===== src/sv/sgm_pkg.sv =====
// Shared types and constants for the Scharr gradient magnitude block.
`timescale 1ns / 1ps
package sgm_pkg;

  // Defaults for the top-level parameters
  localparam int unsigned MaxWidthDef  = 2048;
  localparam int unsigned PixelBitsDef = 8;
  localparam int unsigned QueueDepth   = 4;

  // Row geometry
  localparam int unsigned RowLimit = 4096;
  localparam int unsigned RowW     = 12;   // row counter, holds 0..RowLimit-1
  localparam int unsigned HeightW  = 13;   // frame_height register
  localparam int unsigned WidthW   = 12;   // frame_width register
  localparam int unsigned CfgDataW = 13;   // widest register

  // Result field widths
  localparam int unsigned MagW = 13;
  localparam int unsigned PixOutW = 8;

  // Register indexes
  localparam logic CfgFrameWidth  = 1'b0;
  localparam logic CfgFrameHeight = 1'b1;

  // Per-request status that travels alongside the gradients
  typedef struct packed {
    logic interior;   // result pixel is not on the border
    logic last;       // request carries the frame's final pixel
  } sgm_flags_t;

endpackage


===== src/sv/sgm_back.sv =====
// Back end: squares, bit-pair square root and the result register.
`timescale 1ns / 1ps
module sgm_back
  import sgm_pkg::*;
#(
  parameter int unsigned PIXEL_BITS = PixelBitsDef,
  localparam int unsigned GW    = PIXEL_BITS + 5,
  localparam int unsigned SW    = 2 * PIXEL_BITS + 9,
  localparam int unsigned Steps = (SW + 1) / 2,
  localparam int unsigned RW    = 2 * Steps,
  localparam int unsigned StepW = $clog2(Steps)
) (
  input  logic                 clk_i,
  input  logic                 rst_ni,
  input  logic                 q_empty_i,
  input  logic signed [GW-1:0] gx_i,
  input  logic signed [GW-1:0] gy_i,
  input  sgm_flags_t           flags_i,
  output logic                 q_pop_o,
  output logic                 empty_o,
  input  logic                 pop_i,
  output logic                 out_valid_o,
  output logic [MagW-1:0]      magnitude_o,
  output logic [PixOutW-1:0]   pixel_out_o,
  output logic                 frame_last_o
);

  localparam logic [2:0] StIdle = 3'd0;
  localparam logic [2:0] StSqr  = 3'd1;
  localparam logic [2:0] StSum  = 3'd2;
  localparam logic [2:0] StIter = 3'd3;
  localparam logic [2:0] StDone = 3'd4;

  logic [2:0]            state_q, state_d;
  logic signed [GW-1:0]  gx_q, gy_q;
  sgm_flags_t            flags_q;
  logic [SW-1:0]         sqx_q, sqy_q;
  logic signed [2*GW-1:0] prod_x, prod_y;
  logic [RW:0]           rad_q, rad_d;
  logic [RW:0]           res_q, res_d;
  logic [RW:0]           bit_q, bit_d;
  logic [RW:0]           trial;
  logic [StepW-1:0]      step_q, step_d;
  logic [Steps-1:0]      root;
  logic                  out_v_q, out_v_d;
  logic                  load_out;
  logic                  out_free;

  assign prod_x = gx_q * gx_q;
  assign prod_y = gy_q * gy_q;
  assign trial  = res_q + bit_q;
  assign root   = res_q[Steps-1:0];

  assign out_free = !out_v_q || pop_i;
  assign q_pop_o  = (state_q == StIdle) && !q_empty_i;
  assign load_out = (state_q == StDone) && out_free;

  always_comb begin
    state_d = state_q;
    rad_d   = rad_q;
    res_d   = res_q;
    bit_d   = bit_q;
    step_d  = step_q;
    unique case (state_q)
      StIdle: begin
        if (!q_empty_i) begin
          state_d = StSqr;
        end
      end
      StSqr: begin
        state_d = StSum;
      end
      StSum: begin
        rad_d   = (RW + 1)'(sqx_q) + (RW + 1)'(sqy_q);
        res_d   = '0;
        bit_d   = (RW + 1)'(1) << (2 * (Steps - 1));
        step_d  = '0;
        state_d = StIter;
      end
      StIter: begin
        if (rad_q >= trial) begin
          rad_d = rad_q - trial;
          res_d = (res_q >> 1) + bit_q;
        end else begin
          res_d = res_q >> 1;
        end
        bit_d  = bit_q >> 2;
        step_d = step_q + 1'b1;
        if (step_q == StepW'(Steps - 1)) begin
          state_d = StDone;
        end
      end
      StDone: begin
        if (out_free) begin
          state_d = StIdle;
        end
      end
      default: begin
        state_d = StIdle;
      end
    endcase
  end

  always_comb begin
    out_v_d = out_v_q;
    if (load_out) begin
      out_v_d = 1'b1;
    end else if (pop_i && out_v_q) begin
      out_v_d = 1'b0;
    end
  end

  always_ff @(posedge clk_i or negedge rst_ni) begin
    if (!rst_ni) begin
      state_q <= StIdle;
      out_v_q <= 1'b0;
    end else begin
      state_q <= state_d;
      out_v_q <= out_v_d;
    end
  end

  always_ff @(posedge clk_i) begin
    rad_q  <= rad_d;
    res_q  <= res_d;
    bit_q  <= bit_d;
    step_q <= step_d;
    if (q_pop_o) begin
      gx_q    <= gx_i;
      gy_q    <= gy_i;
      flags_q <= flags_i;
    end
    if (state_q == StSqr) begin
      sqx_q <= prod_x[SW-1:0];
      sqy_q <= prod_y[SW-1:0];
    end
    if (load_out) begin
      out_valid_o  <= flags_q.interior;
      frame_last_o <= flags_q.last;
      magnitude_o  <= MagW'(root);
      pixel_out_o  <= (root > Steps'(255)) ? PixOutW'(255) : PixOutW'(root);
    end
  end

  assign empty_o = !out_v_q;

endmodule


===== config.mk =====
export PLATFORM = sky130hd
export DESIGN_NAME = sgm_back
export DESIGN_NICKNAME = d
export VERILOG_FILES = /design/src/sv/sgm_pkg.sv /design/src/sv/sgm_back.sv
export SDC_FILE = /design/constraint.sdc
export NUM_CORES = 1
export LEC_CHECK = 0
export BUFFER_PORTS_ARGS = -buffer_cell sky130_fd_sc_hd__buf_2
export CAP_MARGIN = 10
export CORE_MARGIN = 2
export CORE_UTILIZATION = 25
export CTS_CLUSTER_DIAMETER = 40
export DETAILED_ROUTE_END_ITERATION = 16
export PLACE_DENSITY = 0.37
export SETUP_SLACK_MARGIN = 0.1
export SLEW_MARGIN = 20
export SYNTH_ARGS = -nofsm -noshare
export SYNTH_HDL_FRONTEND = slang
export SYNTH_SLANG_ARGS = --single-unit
export TNS_END_PERCENT = 30

===== constraint.sdc =====
create_clock -name clk_i -period 15.65 [get_ports clk_i]
set_input_delay 1.565 -clock clk_i [delete_from_list [all_inputs] [get_ports clk_i]]
set_output_delay 1.565 -clock clk_i [all_outputs]
set_load 0.02 [all_outputs]

# Yosys cells after proc, flatten, opt, wreduce, memory -nomap -nowiden
# Cells that the tools add are included.
# W data, S select, Z words.
word_totals:
  in_bits: 32
  ff_bits: 190
  word_cells: 57
op_classes:
  n_lt_le_gt_ge: 2
  n_eq_ne: 9
  n_mux: 12
  reduce_logical: 11
  n_mul: 2
  addsub: 5
op_table:
  columns: ["operator", "n"]
  rows:
  - ["$pmux W27 S2", 3]
  - ["$mux W27", 2]
  - ["$mul A13 B13 Y25", 2]
  - ["$add A26 B27 Y27", 1]
  - ["$add A27 B27 Y27", 1]
  - ["$ge A27 B27 Y1", 1]
  - ["$sub A27 B27 Y27", 1]
  - ["$add A25 B25 Y26", 1]
  - ["$pmux W3 S5", 1]
  - ["$gt A13 B8 Y1 const B", 1]
  - ["$mux W3", 3]
  - ["$ne A2 B2 Y1 const B", 4]
  - ["$pmux W4 S2", 1]
  - ["$eq A3 B2 Y1 const B", 2]
  - ["$add A4 B1 Y4 const B", 1]
  - ["$eq A4 B4 Y1 const B", 1]
  - ["$reduce_bool A2 Y1", 2]
  - ["$eq A3 B1 Y1 const B", 1]
  - ["$eq A3 B3 Y1 const B", 1]
  - ["$logic_and A1 B1 Y1", 3]
  - ["$logic_not A3 Y1", 1]
  - ["$reduce_and A3 Y1", 1]
  - ["$logic_not A1 Y1", 2]
  - ["$mux W1", 2]
  - ["2 further kinds", 2]

# Logic depth before layout (Yosys ltp)
logic_depth:
  depth_word: 4
  ltp_mapped: 23
  ltp_nobuf: 22

# Worst setup path before layout
# OpenSTA, ideal clock, no wires.
synth_path:
  kind: "input -> output"
  from: "input q_empty_i"
  to: "output q_pop_o"
  t_arrival_ns: 4.805
  slack_ns: 9.280
  stages: 1
  cell_sequence: "nor4_1"
synth_between:
  elab_chain_len: 2
synth_rtl:
  columns: ["element", "line_no", "source"]
  rows:
  - ["start: declaration", "sgm_back.sv:15", "input logic q_empty_i,"]
  - ["$logic_not A1 Y1", null, null]
  - ["$logic_and A1 B1 Y1", "sgm_back.sv:55", "assign q_pop_o = (state_q == StIdle) && !q_empty_i;"]
  - ["end: declaration", "sgm_back.sv:19", "output logic q_pop_o,"]
# No other way between the ends.

# Worst setup path after layout
layout_path:
  from: "register gy_q[1]"
  to: "register sqy_q[24], data pin"
layout_between:
  elab_chain_len: 1
layout_rtl:
  columns: ["element", "line_no", "source"]
  rows:
  - ["start: declaration", "sgm_back.sv:35", "logic signed [GW-1:0] gx_q, gy_q;"]
  - ["start signal: assignment", "sgm_back.sv:130", "gy_q <= gy_i;"]
  - ["$mul A13 B13 Y25", "sgm_back.sv:50", "assign prod_y = gy_q * gy_q;"]
  - ["net prod_y[24]", "sgm_back.sv:38", "logic signed [2*GW-1:0] prod_x, prod_y;"]
  - ["end signal: assignment", "sgm_back.sv:135", "sqy_q <= prod_y[SW-1:0];"]
  - ["end: declaration", "sgm_back.sv:37", "logic [SW-1:0] sqx_q, sqy_q;"]
# The timed path passes the listed nets, and every way through them passes these cells.
# A chain may end at the register's enable or synchronous reset.

==> summary.txt <==
Critical path
  • Startpoint of the most critical register-to-register path: gy_q[1]$_DFFE_PP_
  • Crit path buffers/inverters: 5
  • Number of cells on the worst reg-to-reg path: 21
  • CP Launch Type: register
  • Worst reg2reg path endpoint: sqy_q[24]$_DFFE_PP_
  • Crit-path max cell delay: approximately 0.76 ns
  • Critical path depth in cells: 21
  • Kind of cell adding the most delay to the critical path: adder cells
  • Maximum fanout along the worst path: 18
  • Arrival time at the worst endpoint: around 6.6 ns
  • Startpoint-to-endpoint class of the critical path: reg2reg
  • Slowest cell on the critical path: sky130_fd_sc_hd__edfxtp_1
  • Flop2flop setup slack: 9.26 ns
  • Setup crit end kind: register
  • CP Data Required Time: 15.88 ns
  • CP cell instances: nand2_1 > inv_1 > fa_1 > inv_1 > fa_1 > inv_1 > fa_1 > fa_1 > inv_1 > fa_1 > inv_1 > ha_1 > ha_1 > and2_1 > a22o_1 > o21a_1 > a41oi_1 > nand3_1 > a31oi_1 > o21bai_1 > xnor2_1

Logic synthesis
  • Number of flops mapped to enable cells by yosys: 170
  • Number of synthesized register bits: 174
  • FFs w/ async S/R, synth: 2.30%
  • Proportion of synthesized chip area in sequential cells: around 24%
  • Nets in the synthesized netlist: 2616
  • Number of library cell types mapped by synthesis: between 80 and 90
  • Syn Inst Count: 2089
  • Area of the mapped netlist: 21300 um^2
  • Mean instance size in the synthesized netlist: 10.2 um^2
  • Leading register cell type out of synthesis: sky130_fd_sc_hd__edfxtp_1
  • Yosys Warn Count: 0

Final layout
  • Number of diodes added for antenna fixing: 0
  • Final instance area: 23500 um^2
  • Total number of nets in the final design: 2648
  • Ratio of cells with drive above 1 in the final layout: 7.69%
  • Area growth, synth to finish: 10.1%

Placement
  • Number of input and output port buffers inserted: between 50 and 60
  • Area post-placement: 22900 um^2
  • DPL Wire Length: 42200 um
  • Placer congestion estimate: between 0.7 and 0.8

STA
  • Slew at the pin closest to its max-slew limit: 1.06 ns
  • Count of final setup violators: 0
  • Shortest clock period the worst path allows after layout: 6.39 ns
  • Ratio of final minimum period to clock period: 40.8%
  • Number of slew-limit violations in the final report: 0
  • Highest clock rate: 0.156 GHz
  • Post-route worst hold slack: 0.423 ns
  • Setup repair after global routing missed its margin: no
  • Sum of negative setup slack: 0 ns
  • Slew HR: just under 30%
  • Final Hold Vio Count: 0
  • Clock Skew: 0.0224 ns

Power and ir drop
  • Leakage power figure: 0.0106 uW
  • Worst vdd rail ir drop: 0.134 mV
  • Power density over the cells: 178 nW/um^2

Die
  • Total die area: 87600 um^2
  • Area of the placeable core: 84700 um^2
  • Die X-Extent: 296 um
  • Placement row count: 107
  • Initial standard-cell utilization of the core: 25.1%
  • I/O pin cnt: 57
  • Height of the die: 296 um

Routing
  • Final wirelength: 52800 um
  • Vias after detailed routing: 14500
  • Post-DR vias/cell: roughly 4.4
  • DRC violations left: 0
  • Number of search-and-repair iterations in the first detailed-routing pass: 6
  • Per-cell routed wire length: between 15 and 20 um
  • Initial detailed-routing violation count: between 600 and 700
  • Post-route antenna net violation count: 0

Run status
  • Result of the run: complete, no violations

Global route
  • Pin count of the biggest net entering global routing: 60
  • Number of antenna violations at the first check in global routing: 0
  • Grt ovf: 0
  • Overall Global Routing Usage: 12.8%
  • Via count of the first global-routing pass: 16000
  • Wire length of the first global-routing pass: 86700 um

CTS
  • TritonCTS clock tree: done
  • Htree depth: 4
  • Worst-skew pair later-pin latency: 0.50 ns
  • Post-CTS resize count: 0
  • Number of buffers on the longest clock path: 2
  • Count of hold buffers inserted by post-cts repair: 0
  • CTS sink count: around 170
  • Root Driver: sky130_fd_sc_hd__clkbuf_16
  • Clock slew at the register clock pins of the worst setup and hold paths: 0.08 ns
  • Clock buffer count from CTS: 17
  • Buffers inserted during post-CTS setup optimization: 0

Min path
  • Min-Delay Endpoint: frame_last_o$_DFFE_PP_
  • Tightest Hold Check Type: reg2reg
  • Count of cells along the worst hold path: 0
  • Origin of the worst min-delay path: flags_q[0]$_DFFE_PP_

Run
  • Max-capacitance violation count: 0
## cell type report
cell class / count / area, um^2
clock buffers: 17 / 425
clock inverters: 14 / 153
fillers: 8884 / 61300
inverters: 383 / 1440
multi-input cells: 1475 / 14400
flip-flops and latches: 174 / 5200
well taps: 1144 / 1430
repair buffers: 70 / 385
## per-layer routing
metal / GRT usage (%) / share of wire (%) / vias to the layer above
met2: 23.6 / 53 / 125
met5: 0 / 0 / -
met3: 1.70 / 1.8 / 38
li1: - / - / 7012
met1: 15.6 / 44 / 7356
met4: 3.43 / 1.7 / 0
## cells in the mapped netlist (5+ instances only)
| master | number | area, um^2 |
|---|---|---|
| sky130_fd_sc_hd__a22o_1 | 5 | 43.8 |
| sky130_fd_sc_hd__and4_1 | 5 | 43.8 |
| sky130_fd_sc_hd__o311ai_0 | 6 | 52.6 |
| sky130_fd_sc_hd__nand2b_1 | 19 | 119 |
| sky130_fd_sc_hd__a21oi_2 | 9 | 78.8 |
| sky130_fd_sc_hd__nand3_1 | 26 | 130 |
| sky130_fd_sc_hd__and3_1 | 23 | 144 |
| sky130_fd_sc_hd__mux2i_1 | 5 | 50.1 |
| sky130_fd_sc_hd__xnor2_1 | 78 | 683 |
| sky130_fd_sc_hd__o21ai_0 | 53 | 265 |
| sky130_fd_sc_hd__a311oi_1 | 5 | 43.8 |
| sky130_fd_sc_hd__o21a_1 | 18 | 135 |
| sky130_fd_sc_hd__and2_1 | 48 | 300 |
| sky130_fd_sc_hd__o21ai_1 | 9 | 45.0 |
| sky130_fd_sc_hd__edfxtp_1 | 170 | 5100 |
| sky130_fd_sc_hd__or3_1 | 18 | 113 |
| sky130_fd_sc_hd__o21bai_1 | 17 | 128 |
| sky130_fd_sc_hd__a211oi_1 | 14 | 105 |
| sky130_fd_sc_hd__o2111ai_1 | 5 | 43.8 |
| sky130_fd_sc_hd__fa_1 | 277 | 5550 |
| sky130_fd_sc_hd__nor3_1 | 30 | 150 |
| sky130_fd_sc_hd__xor2_1 | 51 | 447 |
| sky130_fd_sc_hd__nor2_1 | 90 | 338 |
| sky130_fd_sc_hd__a21o_1 | 27 | 203 |
| sky130_fd_sc_hd__a211oi_2 | 12 | 150 |
| sky130_fd_sc_hd__a31o_2 | 10 | 87.6 |
| sky130_fd_sc_hd__a31oi_1 | 24 | 150 |
| sky130_fd_sc_hd__nand2_1 | 168 | 631 |
| sky130_fd_sc_hd__nand4_1 | 7 | 43.8 |
| sky130_fd_sc_hd__o31ai_1 | 14 | 105 |
| sky130_fd_sc_hd__a41oi_1 | 5 | 43.8 |
| sky130_fd_sc_hd__or2_2 | 6 | 37.5 |
| sky130_fd_sc_hd__nor2b_1 | 36 | 225 |
| sky130_fd_sc_hd__inv_1 | 383 | 1440 |
| sky130_fd_sc_hd__ha_1 | 218 | 2730 |
| sky130_fd_sc_hd__clkbuf_1 | 47 | 176 |
| sky130_fd_sc_hd__a21oi_1 | 72 | 360 |
## worst max-delay path by stage
stage	endpoint	slack (ns)	startpoint
2_1_floorplan	q_pop_o	9.28	q_empty_i
3_3_place_gp	sqy_q[24]$_DFFE_PP_	9.37	gy_q[1]$_DFFE_PP_
3_5_place_dp	sqy_q[24]$_DFFE_PP_	9.25	gy_q[1]$_DFFE_PP_
4_1_cts	sqy_q[24]$_DFFE_PP_	9.21	gy_q[1]$_DFFE_PP_
5_1_grt	sqx_q[24]$_DFFE_PP_	8.78	gx_q[5]$_DFFE_PP_
6_report	sqy_q[24]$_DFFE_PP_	9.26	gy_q[1]$_DFFE_PP_
## sequential cells by signal, summed over array words and instances (netlist names), 4 cells and up
register and count:
step_q 4, gy_q 13, magnitude_o 13, res_q 27, pixel_out_o 8, gx_q 13
sqy_q 24, rad_q 27, sqx_q 24, bit_q 13
## per-stage QoR
stage               power (uW)  util (%)  std cells  setup WS, ns
global placement          3770      27.0       3246          9.37
detailed placement        3770      27.0       3246          9.25
floorplan                 3050         -       2089          9.28
global route              4610      27.7       3277          8.78
CTS                       4250      27.7       3277          9.21
finish                    4190      27.7       3277          9.26
## power by group
| group | internal, uW | switching (uW) |
|---|---|---|
| clock network | 211 | 231 |
| registers | 826 | 132 |
| logic | 1120 | 1670 |
| total | 2160 | 2030 |
## kinds of logic after synthesis
group                    Yosys count  share of synthesized area, %
buffers and inverters            440                          7.95
AO/OA/AOI/OAI                    350                          11.8
flip-flops                       174                          24.4
other                              1                        0.0176
XOR/XNOR                         129                          5.30
multiplexers                       6                         0.288
AND/OR/NAND/NOR                  494                          11.3
adder cells (fa/ha/maj)          495                          38.8
## cell usage in the layout, fill, tap and decap left out, drive strengths merged, types with 26 or more instances in the layout
cell,count
inv,388
fa,277
ha,218
edfxtp,170
nand2,169
nor2,92
a21oi,82
xnor2,78
buf,70
o21ai,63
xor2,51
and2,48
nor2b,36
nor3,30
a21o,27
nand3,26
a211oi,26
Power figures use the tool's default switching activity.
