`config.mk`:
```
export PLATFORM = sky130hd
export DESIGN_NAME = sgm_queue
export DESIGN_NICKNAME = d
export VERILOG_FILES = /design/src/sv/sgm_pkg.sv /design/src/sv/sgm_queue.sv
export SDC_FILE = /design/constraint.sdc
export NUM_CORES = 1
export LEC_CHECK = 0
export ABC_AREA = 0
export BUFFER_PORTS_ARGS = -buffer_cell sky130_fd_sc_hd__buf_4
export CAP_MARGIN = 5
export CORE_ASPECT_RATIO = 1.2
export CORE_UTILIZATION = 59
export CTS_CLUSTER_DIAMETER = 120
export DETAILED_ROUTE_END_ITERATION = 12
export MAX_ROUTING_LAYER = met4
export PLACE_DENSITY = 0.82
export SLEW_MARGIN = 20
export SYNTH_ARGS = -nofsm -noshare
export SYNTH_HDL_FRONTEND = slang
export SYNTH_SLANG_ARGS = --single-unit
export TNS_END_PERCENT = 50
```
`constraint.sdc`:
```
create_clock -name clk_i -period 5.2 [get_ports clk_i]
set_input_delay 1.3 -clock clk_i [delete_from_list [all_inputs] [get_ports clk_i]]
set_output_delay 1.3 -clock clk_i [all_outputs]
set_load 0.02 [all_outputs]
```
`src/sv/sgm_pkg.sv`:
```
// Shared types and constants for the Scharr gradient magnitude block.
`timescale 1ns / 1ps
package sgm_pkg;

  // Defaults for the top-level parameters
  localparam int unsigned MaxWidthDef  = 2048;
  localparam int unsigned PixelBitsDef = 8;
  localparam int unsigned QueueDepth   = 4;

  // Row geometry
  localparam int unsigned RowLimit = 4096;
  localparam int unsigned RowW     = 12;   // row counter, holds 0..RowLimit-1
  localparam int unsigned HeightW  = 13;   // frame_height register
  localparam int unsigned WidthW   = 12;   // frame_width register
  localparam int unsigned CfgDataW = 13;   // widest register

  // Result field widths
  localparam int unsigned MagW = 13;
  localparam int unsigned PixOutW = 8;

  // Register indexes
  localparam logic CfgFrameWidth  = 1'b0;
  localparam logic CfgFrameHeight = 1'b1;

  // Per-request status that travels alongside the gradients
  typedef struct packed {
    logic interior;   // result pixel is not on the border
    logic last;       // request carries the frame's final pixel
  } sgm_flags_t;

endpackage

```
`src/sv/sgm_queue.sv`:
```
// Small register queue between the window front end and the root back end.
`timescale 1ns / 1ps
module sgm_queue
  import sgm_pkg::*;
#(
  parameter int unsigned DEPTH = QueueDepth,
  parameter int unsigned WIDTH = 8,
  localparam int unsigned PtrW = (DEPTH > 1) ? $clog2(DEPTH) : 1,
  localparam int unsigned LvlW = $clog2(DEPTH + 1)
) (
  input  logic             clk_i,
  input  logic             rst_ni,
  input  logic             push_i,
  input  logic [WIDTH-1:0] data_i,
  input  logic             pop_i,
  output logic [WIDTH-1:0] data_o,
  output logic             empty_o,
  output logic             full_o,
  output logic [LvlW-1:0]  level_o
);

  logic [WIDTH-1:0] slot_q [DEPTH];
  logic [PtrW-1:0]  wr_ptr_q, wr_ptr_d;
  logic [PtrW-1:0]  rd_ptr_q, rd_ptr_d;
  logic [LvlW-1:0]  level_q, level_d;
  logic             do_push, do_pop;

  assign do_push = push_i && !full_o;
  assign do_pop  = pop_i && !empty_o;

  always_comb begin
    wr_ptr_d = wr_ptr_q;
    rd_ptr_d = rd_ptr_q;
    level_d  = level_q;
    if (do_push) begin
      wr_ptr_d = (wr_ptr_q == PtrW'(DEPTH - 1)) ? '0 : wr_ptr_q + 1'b1;
    end
    if (do_pop) begin
      rd_ptr_d = (rd_ptr_q == PtrW'(DEPTH - 1)) ? '0 : rd_ptr_q + 1'b1;
    end
    if (do_push && !do_pop) begin
      level_d = level_q + 1'b1;
    end else if (do_pop && !do_push) begin
      level_d = level_q - 1'b1;
    end
  end

  always_ff @(posedge clk_i or negedge rst_ni) begin
    if (!rst_ni) begin
      wr_ptr_q <= '0;
      rd_ptr_q <= '0;
      level_q  <= '0;
    end else begin
      wr_ptr_q <= wr_ptr_d;
      rd_ptr_q <= rd_ptr_d;
      level_q  <= level_d;
    end
  end

  always_ff @(posedge clk_i) begin
    if (do_push) begin
      slot_q[wr_ptr_q] <= data_i;
    end
  end

  assign data_o  = slot_q[rd_ptr_q];
  assign empty_o = (level_q == '0);
  assign full_o  = (level_q == LvlW'(DEPTH));
  assign level_o = level_q;

endmodule

```
Yosys cells after proc, flatten, opt, wreduce, memory -nomap -nowiden
Memory sizes are Yosys's and may differ from the RTL's. Cells that the tools add are included.

Add/subtract/negate cells: 4. Equal/unequal tests: 3. Mux-type cells: 6. Reduce and logical (&&, ||, !) cells: 10.

Operators by type and width (number): $mux 3 (2); $add 2x1->2 const B (2); $eq 2x2->1 const B (2); $logic_and 1x1->1 (4); $logic_not 1->1 (4); $mux 2 (2); $add 3x1->3 const B (1); $eq 3x3->1 const B (1); $logic_not 3->1 (1); $sub 3x1->3 const B (1); $mux 1 (2); $reduce_bool 2->1 (1).

Register bits after elaboration: 7. Memory bits (writable): 32. Input port bits: 12. Output and inout port bits: 13. Word-level logic and storage cells: 27. Memories: 1.

Memories: slot_q (words 4, bits a word 8, read ports 1, clocked after memory_dff 0, write ports 1, line sgm_queue.sv:22) `logic [WIDTH-1:0] slot_q [DEPTH];`.

Depth between registers and ports, before layout
Gate-level depths: netlist (run 1).

Word-level depth: 7. Depth in mapped cells: 8. Depth with buffers taken out: 8.

Worst setup path after synthesis (run 1)
No wires, ideal clock.

Kind: input port to flip-flop. Start point: input push_i. End point: register level_q[2], in the netlist level_o[2]. Setup time: 0.080 ns. Data arrival time: 2.462 ns. Data required time: 5.120 ns. Setup slack: 2.658 ns. Stages: 7. Buffers on the path: 0. Path through: nor2b_4 -> ha_1 -> inv_1 -> fa_1 -> xor2_1 -> nor2_1 -> xor2_1.

Longest elaborated chain between the ends: 4. Elaborated cells on any way between the ends: 6. Classes of those cells: mux: 1; reduce/logical: 5.

Ends and longest elaborated chain: from (decl) (line sgm_queue.sv:13) `input logic push_i,`; $logic_and 1x1->1 (*) (line sgm_queue.sv:28) `assign do_push = push_i && !full_o;`; $logic_not 1->1 (line sgm_queue.sv:43) `end else if (do_pop && !do_push) begin`; $logic_and 1x1->1 (line sgm_queue.sv:43); $reduce_bool 2->1 (no line); to (signal assigned) (line sgm_queue.sv:56) `level_q <= level_d;`; to (decl) (line sgm_queue.sv:25) `logic [LvlW-1:0] level_q, level_d;`.

Every way passes the cells marked *; elsewhere a longest branch is shown, timed or not. A chain may end at the register's enable or synchronous reset.

Final worst setup path (run 1)
Start point: register rd_ptr_q[0]. End point: output data_o[2].

Longest elaborated chain between the ends: 1.

Ends and longest elaborated chain: from (decl) (line sgm_queue.sv:24) `logic [PtrW-1:0] rd_ptr_q, rd_ptr_d;`; from (signal assigned) (line sgm_queue.sv:55) `rd_ptr_q <= rd_ptr_d;`; $mem_v2 4x8; to (decl) (line sgm_queue.sv:16) `output logic [WIDTH-1:0] data_o,`.

No other way between the ends.

==> results of run 1 <==
-- final timing paths --
check / startpoint / endpoint / depth (start not counted)
max in group asynchronous: rst_ni / rd_ptr_q[0]$_DFFE_PN0P_ / 1
worst min register to register: level_o[2]$_DFFE_PN0P_ / level_o[2]$_DFFE_PN0P_ / 1
worst max-delay path: rd_ptr_q[0]$_DFFE_PN0P_ / data_o[2] / 2
worst min-delay path: level_o[2]$_DFFE_PN0P_ / level_o[2]$_DFFE_PN0P_ / 1
worst max register to register: level_o[0]$_DFFE_PN0P_ / level_o[2]$_DFFE_PN0P_ / 7
min in group asynchronous: rst_ni / wr_ptr_q[1]$_DFFE_PN0P_ / 1
-- synth_stat cells, drive strengths merged --
master / number / share of area [%]
nor2b: 1 / 0.86
edfxtp: 32 / 60
ha: 6 / 4.7
mux2: 4 / 3.3
fa: 1 / 1.2
mux4: 8 / 11
nor3b: 1 / 1.2
xor2: 2 / 1.1
and2: 3 / 1.2
dfrtp: 7 / 11
buf: 2 / 0.54
xnor2: 1 / 0.55
nor2: 3 / 0.70
o31ai: 1 / 0.78
nor3: 2 / 0.62
nand2: 1 / 0.23
a21o: 1 / 0.47
inv: 3 / 0.70
-- where the power goes --
part | internal (mW) | switching [mW]
Clock | 0.0501 | 0.0855
Combinational | 0.215 | 0.192
Sequential | 0.422 | 0.0848
-- layout make-up --
class / instances / area share [%]
clock buffer: 6 / 2.21
clock inverter: 2 / 0.402
inverter: 3 / 0.603
multi-input combinational: 35 / 24.1
sequential: 39 / 60.8
tap: 33 / 2.21
timing repair buffer: 24 / 9.65
-- metrics by stage --
stage	worst slack, ns	total power, mW	area, µm²	hold slack, ns
6_report	2.08	1.05	1870	0.583
5_1_grt	1.94	1.11	1870	0.608
4_1_cts	2.02	1.06	1870	0.593
3_5_place_dp	2.39	0.930	1820	0.569
3_3_place_gp	2.45	0.906	1820	0.552
2_1_floorplan	2.66	0.780	1610	0.535
-- state kept, by name, summed over array words and instances (netlist names) --
name      cells
slot_q       32
level_o       3
rd_ptr_q      2
wr_ptr_q      2
-- kinds of logic (layout without fill, tap and decap cells) --
logic type | count (synthesis) | in the layout | share of synthesized area [%]
DFF | 39 | 39 | 70.7
muxes | 12 | 12 | 14.5
and+or+nand+nor | 11 | 11 | 4.75
adders and majority gates | 7 | 7 | 5.92
buffers and inverters | 5 | 35 | 1.25
xor gates and xnor gates | 3 | 3 | 1.64
AOI/OAI and AO/OA | 2 | 2 | 1.25
-- critical path: cells and delay by family, from the launching register on --
kind	cells	cell delay, ns
buffers and inverters	1	0.17
DFF	1	0.73
muxes	1	0.59
-- metal layers --
layer / global-route usage (%) / vias to the layer above / wire, µm / part of all wire (%)
li1: - / 363 / - / -
met1: 22.2 / 371 / 1010 / 44
met2: 33.8 / 25 / 1160 / 50
met3: 5.38 / 6 / 108 / 4.7
met4: 9.80 / 0 / 42 / 1.8
met5: - / - / 0 / 0
==> reports/qor.csv, run 1 <==
stage;metric;value;unit
timing;worst_pin_slew;0.792;ns
clock_network;root_buffer;clkbuf_4;
setup_path;worst_ep_required_time;3.90;ns
setup_path;crit_type;reg2out;
place;portBuffers;24;
synthesis;synth-seq-cells;39;
floorplanning;dieHeight;59.2;µm
setup_path;slowest_delay;0.73;ns
layout;final_cells;142;
clock_network;cts.htree.levels;2;
flow_run;maxCapViolCount;0;
timing;fmax;321;MHz
detailed_routing;first_pass_iters;4;
power_and_ir_drop;p_leak;0.716;nW
clock_network;cts-hold-fix-buffers;0;
layout;syn_to_final_growth;16.3;%
timing;rsz0062_at_grt;false;
layout;regArea;1140;µm²
synthesis;syn_avg_cell_area;20.3;µm²
detailed_routing;drc;0;
layout;drive_above_1_share;39.4;%
synthesis;ys_seq_area_share;70.7;%
setup_path;cp_cell_sequence;mux4_2 > buf_4;
power_and_ir_drop;ir_worst_vdd;0.000404;V
setup_path;critPathSlowestCell;dfrtp_1;
synthesis;ys_warn_count;0;
global_route;grt_start_max_net_pins;12;
timing;slew_viol_final;0;
place;gp_congestion;0.698;
global_route;grt_pass1_wl;3.85;mm
clock_network;cts.path.max_buffers;2;
synthesis;syn_inst;79;
setup_path;crit_path_end_kind;primary output;
floorplanning;ios;25;
detailed_routing;post_drt_wl_per_cell;16.4;µm
clock_network;cts_made_buffers;5;
setup_path;cp-start-kind;flip-flop;
floorplanning;start_util;62.9;%
timing;setup_viol;0;
synthesis;synth.distinct_cells;21;
detailed_routing;vias_per_cell;5.39;
timing;tns;0;ns
detailed_routing;first_iter_violations;21;
place;dp_cells;134;
layout;nNetsFinal;127;
hold_path;hold_class;reg2reg;
timing;hold_viol;0;
setup_path;worstPathArrival;1.82;ns
layout;final_common_cell;edfxtp_1;
floorplanning;core;2550;µm²
clock_network;clkSlewWorstSetupHoldPaths;0.09;ns
detailed_routing;vias;765;
global_route;grt_overflow;0;
floorplanning;die_w;49.6;µm
clock_network;cts_tree;yes;
floorplanning;die-area;2940;µm²
global_route;antenna_found_initial;0;
timing;clock_skew;0.00796;ns
run_status;status;complete, no violations;
timing;period_share;60.0;%
layout;n_fill_cell;166;
power_and_ir_drop;powerDensity;562;nW/µm²
layout;num_antenna_cells;0;
clock_network;cts_num_sinks;39;
timing;slew_headroom;47.0;%
clock_network;clk_latency;0.33;ns
layout;utilization;73.2;%
timing;finalCriticalPeriod;3.12;ns
setup_path;crit_fanout;11;
place;post-dp-hpwl;1.67;mm
detailed_routing;drtAntennaViolNets;0;
clock_network;post-cts-setup-buffer-count;0;
clock_network;cts_resized;0;
synthesis;synth.net_count;98;
floorplanning;rows;20;
global_route;grt_pass1_vias;819;
layout;multiInputGateArea;450;µm²
layout;mostFrequentLayoutCells;32 x edfxtp_1, 24 x buf_4, 8 x mux4_2;
synthesis;synth_area;1610;µm²
detailed_routing;finalWirelength;2.32;mm
global_route;grt_use_total;20.1;%
setup_path;reg2reg_slack;3.11;ns
Power figures use the tool's default switching activity.
==> inputs of run 2 (changes only) <==
--- a/config.mk
+++ b/config.mk
@@ -9,11 +9,11 @@
 export BUFFER_PORTS_ARGS = -buffer_cell sky130_fd_sc_hd__buf_4
 export CAP_MARGIN = 5
 export CORE_ASPECT_RATIO = 1.2
-export CORE_UTILIZATION = 59
+export CORE_UTILIZATION = 49
 export CTS_CLUSTER_DIAMETER = 120
 export DETAILED_ROUTE_END_ITERATION = 12
 export MAX_ROUTING_LAYER = met4
-export PLACE_DENSITY = 0.82
+export PLACE_DENSITY = 0.73
 export SLEW_MARGIN = 20
 export SYNTH_ARGS = -nofsm -noshare
 export SYNTH_HDL_FRONTEND = slang
==> constraint.sdc (replaced) <==
create_clock -name clk_i -period 2.8 [get_ports clk_i]
set_input_delay 0.7 -clock clk_i [delete_from_list [all_inputs] [get_ports clk_i]]
set_output_delay 0.7 -clock clk_i [all_outputs]
set_load 0.02 [all_outputs]
==> reports/qor.csv, run 2 (synthesis results as in run 1) <==
stage;metric;value;unit
setup_path;worst_ep_required_time;2.10;ns
detailed_routing;finalWirelength;2.46;mm
setup_path;cp-start-kind;flip-flop;
global_route;grt_use_total;18.1;%
setup_path;reg2reg_slack;0.71;ns
clock_network;clk_latency;0.33;ns
floorplanning;start_util;52.1;%
global_route;grt_pass1_wl;4.03;mm
timing;whs;0.160;ns
global_route;antenna_found_initial;0;
clock_network;clkSlewWorstSetupHoldPaths;0.10;ns
setup_path;crit_path_end_kind;primary output;
power_and_ir_drop;ir_worst_vdd;0.000671;V
global_route;grt_pass1_vias;833;
setup_path;critPathTopFamily;flip-flops;
setup_path;path_buf_inv;1;
floorplanning;rows;22;
clock_network;cts_num_sinks;39;
setup_path;cp_cell_sequence;mux4_2 > buf_4;
layout;regMostFlops;slot_q;
floorplanning;die-area;3510;µm²
timing;finalCriticalPeriod;2.52;ns
timing;slew_headroom;47.9;%
layout;num_antenna_cells;0;
detailed_routing;vias;784;
layout;mostFrequentLayoutCells;32 x edfxtp_1, 24 x buf_4, 8 x mux4_2;
place;post-dp-hpwl;1.73;mm
layout;syn_to_final_growth;17.1;%
clock_network;cts-hold-fix-buffers;0;
detailed_routing;first_pass_iters;4;
timing;hold_viol;0;
setup_path;slowest_delay;0.73;ns
detailed_routing;first_iter_violations;10;
layout;final_common_cell;edfxtp_1;
place;gp_congestion;0.671;
place;portBuffers;24;
layout;largest_reg_flops;32;
run_status;status;complete, no violations;
detailed_routing;drtAntennaViolNets;0;
timing;clock_skew;0.00545;ns
power_and_ir_drop;powerDensity;1050;nW/µm²
detailed_routing;vias_per_cell;5.41;
layout;nNetsFinal;127;
timing;rsz0062_at_grt;false;
flow_run;maxCapViolCount;0;
clock_network;cts.htree.levels;2;
timing;slew_viol_final;0;
clock_network;cts_made_buffers;5;
floorplanning;core;3080;µm²
floorplanning;die_w;54.3;µm
layout;drive_above_1_share;40.4;%
detailed_routing;drc;0;
setup_path;crit_type;reg2out;
clock_network;post-cts-setup-buffer-count;0;
power_and_ir_drop;p_leak;0.721;nW
timing;tns;0;ns
clock_network;cts.path.max_buffers;2;
timing;fmax;397;MHz
floorplanning;ios;25;
timing;setup_viol;0;
place;pre_cts_ws;0.602;ns
floorplanning;dieHeight;64.7;µm
timing;layout_setup_ws;0.282;ns
timing;worst_pin_slew;0.779;ns
timing;period_share;89.9;%
layout;utilization;61.0;%
hold_path;hold_class;in2async;
global_route;grt_overflow;0;
clock_network;cts_tree;yes;
setup_path;crit_fanout;11;
setup_path;critPathSlowestCell;dfrtp_1;
clock_network;root_buffer;clkbuf_4;
detailed_routing;post_drt_wl_per_cell;17.0;µm
clock_network;cts_resized;0;
global_route;grt_start_max_net_pins;12;
setup_path;worstPathArrival;1.82;ns
## run 2: changes by cell type in the layout (fill, tap and decap cells not counted)
cell	before	now
clkinv_1	2	1
clkbuf_8	0	1
## run 2: final timing paths
path	endpoint	depth (start not counted)	start
max	data_o[0]	2	rd_ptr_q[0]$_DFFE_PN0P_
min	wr_ptr_q[0]$_DFFE_PN0P_	1	rst_ni
max reg2reg	level_o[2]$_DFFE_PN0P_	7	level_o[0]$_DFFE_PN0P_
min reg2reg	level_o[2]$_DFFE_PN0P_	1	level_o[2]$_DFFE_PN0P_
max in group asynchronous	rd_ptr_q[0]$_DFFE_PN0P_	1	rst_ni
min in group clk_i	slot_q[0][3]$_DFFE_PP_	1	data_i[3]
## run 2: per-stage QoR
step                      instance area, µm²  instances  total power [mW]
final                                   1880        145              1.98
after global routing                    1880        145              2.12
after CTS                               1880        145              2.02
after detailed placement                1820        137              1.73
after global placement                  1820        137              1.69
after floorplan                         1610         79              1.45
## run 2: per-layer routing
layer	share of wire [%]	vias up	GRT usage [%]
met1	42	393	22.1
met2	51	26	25.9
met5	0	-	-
met4	1.1	0	8.65
li1	-	363	-
met3	5.2	2	7.04
## run 2: where the power goes
group / switching (mW) / internal, mW
sequential: 0.156 / 0.784
combinational: 0.361 / 0.402
clock: 0.161 / 0.120
total: 0.679 / 1.31
## run 2: final cells by class
| cell class | instances | area (µm²) |
|---|---|---|
| Tap cell | 36 | 45.0 |
| Sequential cell | 39 | 1140 |
| Clock inverter | 1 | 3.75 |
| Fill cell | 243 | 1200 |
| Timing Repair Buffer | 24 | 180 |
| Clock buffer | 7 | 55.1 |
| Multi-Input combinational cell | 35 | 450 |
| Inverter | 3 | 11.3 |
==> inputs of run 3 (changes only) <==
--- a/config.mk
+++ b/config.mk
@@ -14,8 +14,9 @@
 export DETAILED_ROUTE_END_ITERATION = 12
 export MAX_ROUTING_LAYER = met4
 export PLACE_DENSITY = 0.73
+export RECOVER_POWER = 100
 export SLEW_MARGIN = 20
 export SYNTH_ARGS = -nofsm -noshare
 export SYNTH_HDL_FRONTEND = slang
 export SYNTH_SLANG_ARGS = --single-unit
-export TNS_END_PERCENT = 50
+export TNS_END_PERCENT = 100
==> reports/qor.csv, run 3 (synthesis results as in run 1) <==
stage;metric;value;unit
floorplanning;dieHeight;64.7;µm
floorplanning;ios;25;
layout;drive_above_1_share;21.1;%
global_route;antenna_found_initial;0;
setup_path;crit_path_end_kind;primary output;
timing;hold_viol;0;
global_route;grt_pass1_wl;4.03;mm
timing;rsz0062_at_grt;false;
layout;syn_to_final_growth;11.1;%
power_and_ir_drop;ir_worst_vdd;0.000614;V
power_and_ir_drop;p_leak;0.636;nW
clock_network;cts_tree;yes;
timing;slew_viol_final;0;
timing;fmax;397;MHz
detailed_routing;drtAntennaViolNets;0;
flow_run;maxCapViolCount;0;
place;portBuffers;24;
global_route;grt_start_max_net_pins;12;
layout;regMostFlops;slot_q;
hold_path;hold_class;in2async;
detailed_routing;post_drt_wl_per_cell;16.9;µm
clock_network;cts_made_buffers;5;
layout;num_antenna_cells;0;
global_route;grt_use_total;18.1;%
clock_network;cts.htree.levels;2;
timing;clock_skew;0.00645;ns
timing;worst_pin_slew;0.787;ns
clock_network;cts_resized;0;
place;gp_congestion;0.671;
setup_path;worst_ep_required_time;2.10;ns
timing;slew_headroom;47.4;%
power_and_ir_drop;powerDensity;1050;nW/µm²
floorplanning;core;3080;µm²
floorplanning;die-area;3510;µm²
detailed_routing;vias_per_cell;5.47;
detailed_routing;first_pass_iters;4;
detailed_routing;finalWirelength;2.45;mm
layout;largest_reg_flops;32;
floorplanning;start_util;52.1;%
setup_path;cp-start-kind;flip-flop;
timing;tns;0;ns
global_route;grt_overflow;0;
layout;final_common_cell;edfxtp_1;
global_route;grt_pass1_vias;833;
clock_network;clk_latency;0.33;ns
floorplanning;die_w;54.3;µm
floorplanning;rows;22;
timing;finalCriticalPeriod;2.52;ns
clock_network;cts.path.max_buffers;2;
layout;mostFrequentLayoutCells;32 x edfxtp_1, 20 x clkbuf_1, 8 x mux4_2;
run_status;status;complete, no violations;
clock_network;post-cts-setup-buffer-count;0;
setup_path;crit_fanout;11;
place;post-dp-hpwl;1.73;mm
detailed_routing;drc;0;
clock_network;root_buffer;clkbuf_4;
clock_network;clkSlewWorstSetupHoldPaths;0.10;ns
setup_path;worstPathArrival;1.82;ns
layout;nNetsFinal;127;
layout;final_cells;145;
detailed_routing;vias;793;
clock_network;cts-hold-fix-buffers;0;
timing;period_share;90.1;%
clock_network;cts_num_sinks;39;
timing;setup_viol;0;
place;dp_cells;137;
detailed_routing;first_iter_violations;10;
setup_path;crit_type;reg2out;
-- run 3: changes by cell type in the layout (fill, tap and decap cells not counted), moves of 3 or more --
cell and delta:
buf_4 -22, clkbuf_1 +19, and2_0 +3, and2_1 -3, clkbuf_2 +3
-- run 3: power by group --
group          leakage [nW]  switching (mW)  internal [mW]
sequential            0.376           0.145          0.785
combinational         0.228           0.357          0.302
clock                0.0329           0.163          0.120
total                 0.636           0.665           1.21
-- run 3: final cells by class --
type | instances | area (µm²)
clock buffer | 7 | 55.1
clock inverter | 1 | 3.75
fill | 263 | 1300
inverter | 3 | 11.3
multi-input combinational | 35 | 432
sequential | 39 | 1140
tap | 36 | 45.0
timing repair buffer | 24 | 101
-- run 3: stage by stage --
| stage | total power, mW | setup WS (ns) | hold WS, ns | util [%] | cell area (µm²) |
|---|---|---|---|---|---|
| final | 1.87 | 0.278 | 0.256 | 57.9 | 1780 |
| after floorplan | 1.45 | 0.693 | 0.404 | - | 1610 |
| after global placement | 1.69 | 0.638 | 0.519 | 59.1 | 1820 |
| after global routing | 2.00 | 0.120 | 0.240 | 57.9 | 1780 |
| after detailed placement | 1.73 | 0.602 | 0.522 | 59.1 | 1820 |
| after CTS | 2.02 | 0.218 | 0.139 | 61.0 | 1880 |
-- run 3: metal layers --
layer | wire [µm] | vias to the layer above | global-route usage, %
met1 | 1050 | 397 | 22.1
li1 | - | 363 | -
met4 | 61 | 0 | 8.65
met5 | 0 | - | -
met3 | 130 | 7 | 7.04
met2 | 1220 | 26 | 25.9
-- run 3: worst max-delay path: stages (launching register included) --
cell,delay (ns)
dfrtp_1,0.73
mux4_2,0.58
clkbuf_1,0.18
-- run 3: path summary, 6_finish.rpt --
path	start	end	slack, ns	depth (start not counted)
worst max-delay path	rd_ptr_q[0]$_DFFE_PN0P_	data_o[3]	0.28	2
worst min-delay path	rst_ni	wr_ptr_q[0]$_DFFE_PN0P_	0.26	1
worst max register to register	level_o[2]$_DFFE_PN0P_	level_o[2]$_DFFE_PN0P_	0.56	8
worst min register to register	level_o[2]$_DFFE_PN0P_	level_o[2]$_DFFE_PN0P_	0.56	1
max in group asynchronous	rst_ni	rd_ptr_q[0]$_DFFE_PN0P_	2.25	1
min in group clk_i	level_o[2]$_DFFE_PN0P_	level_o[2]$_DFFE_PN0P_	0.56	1
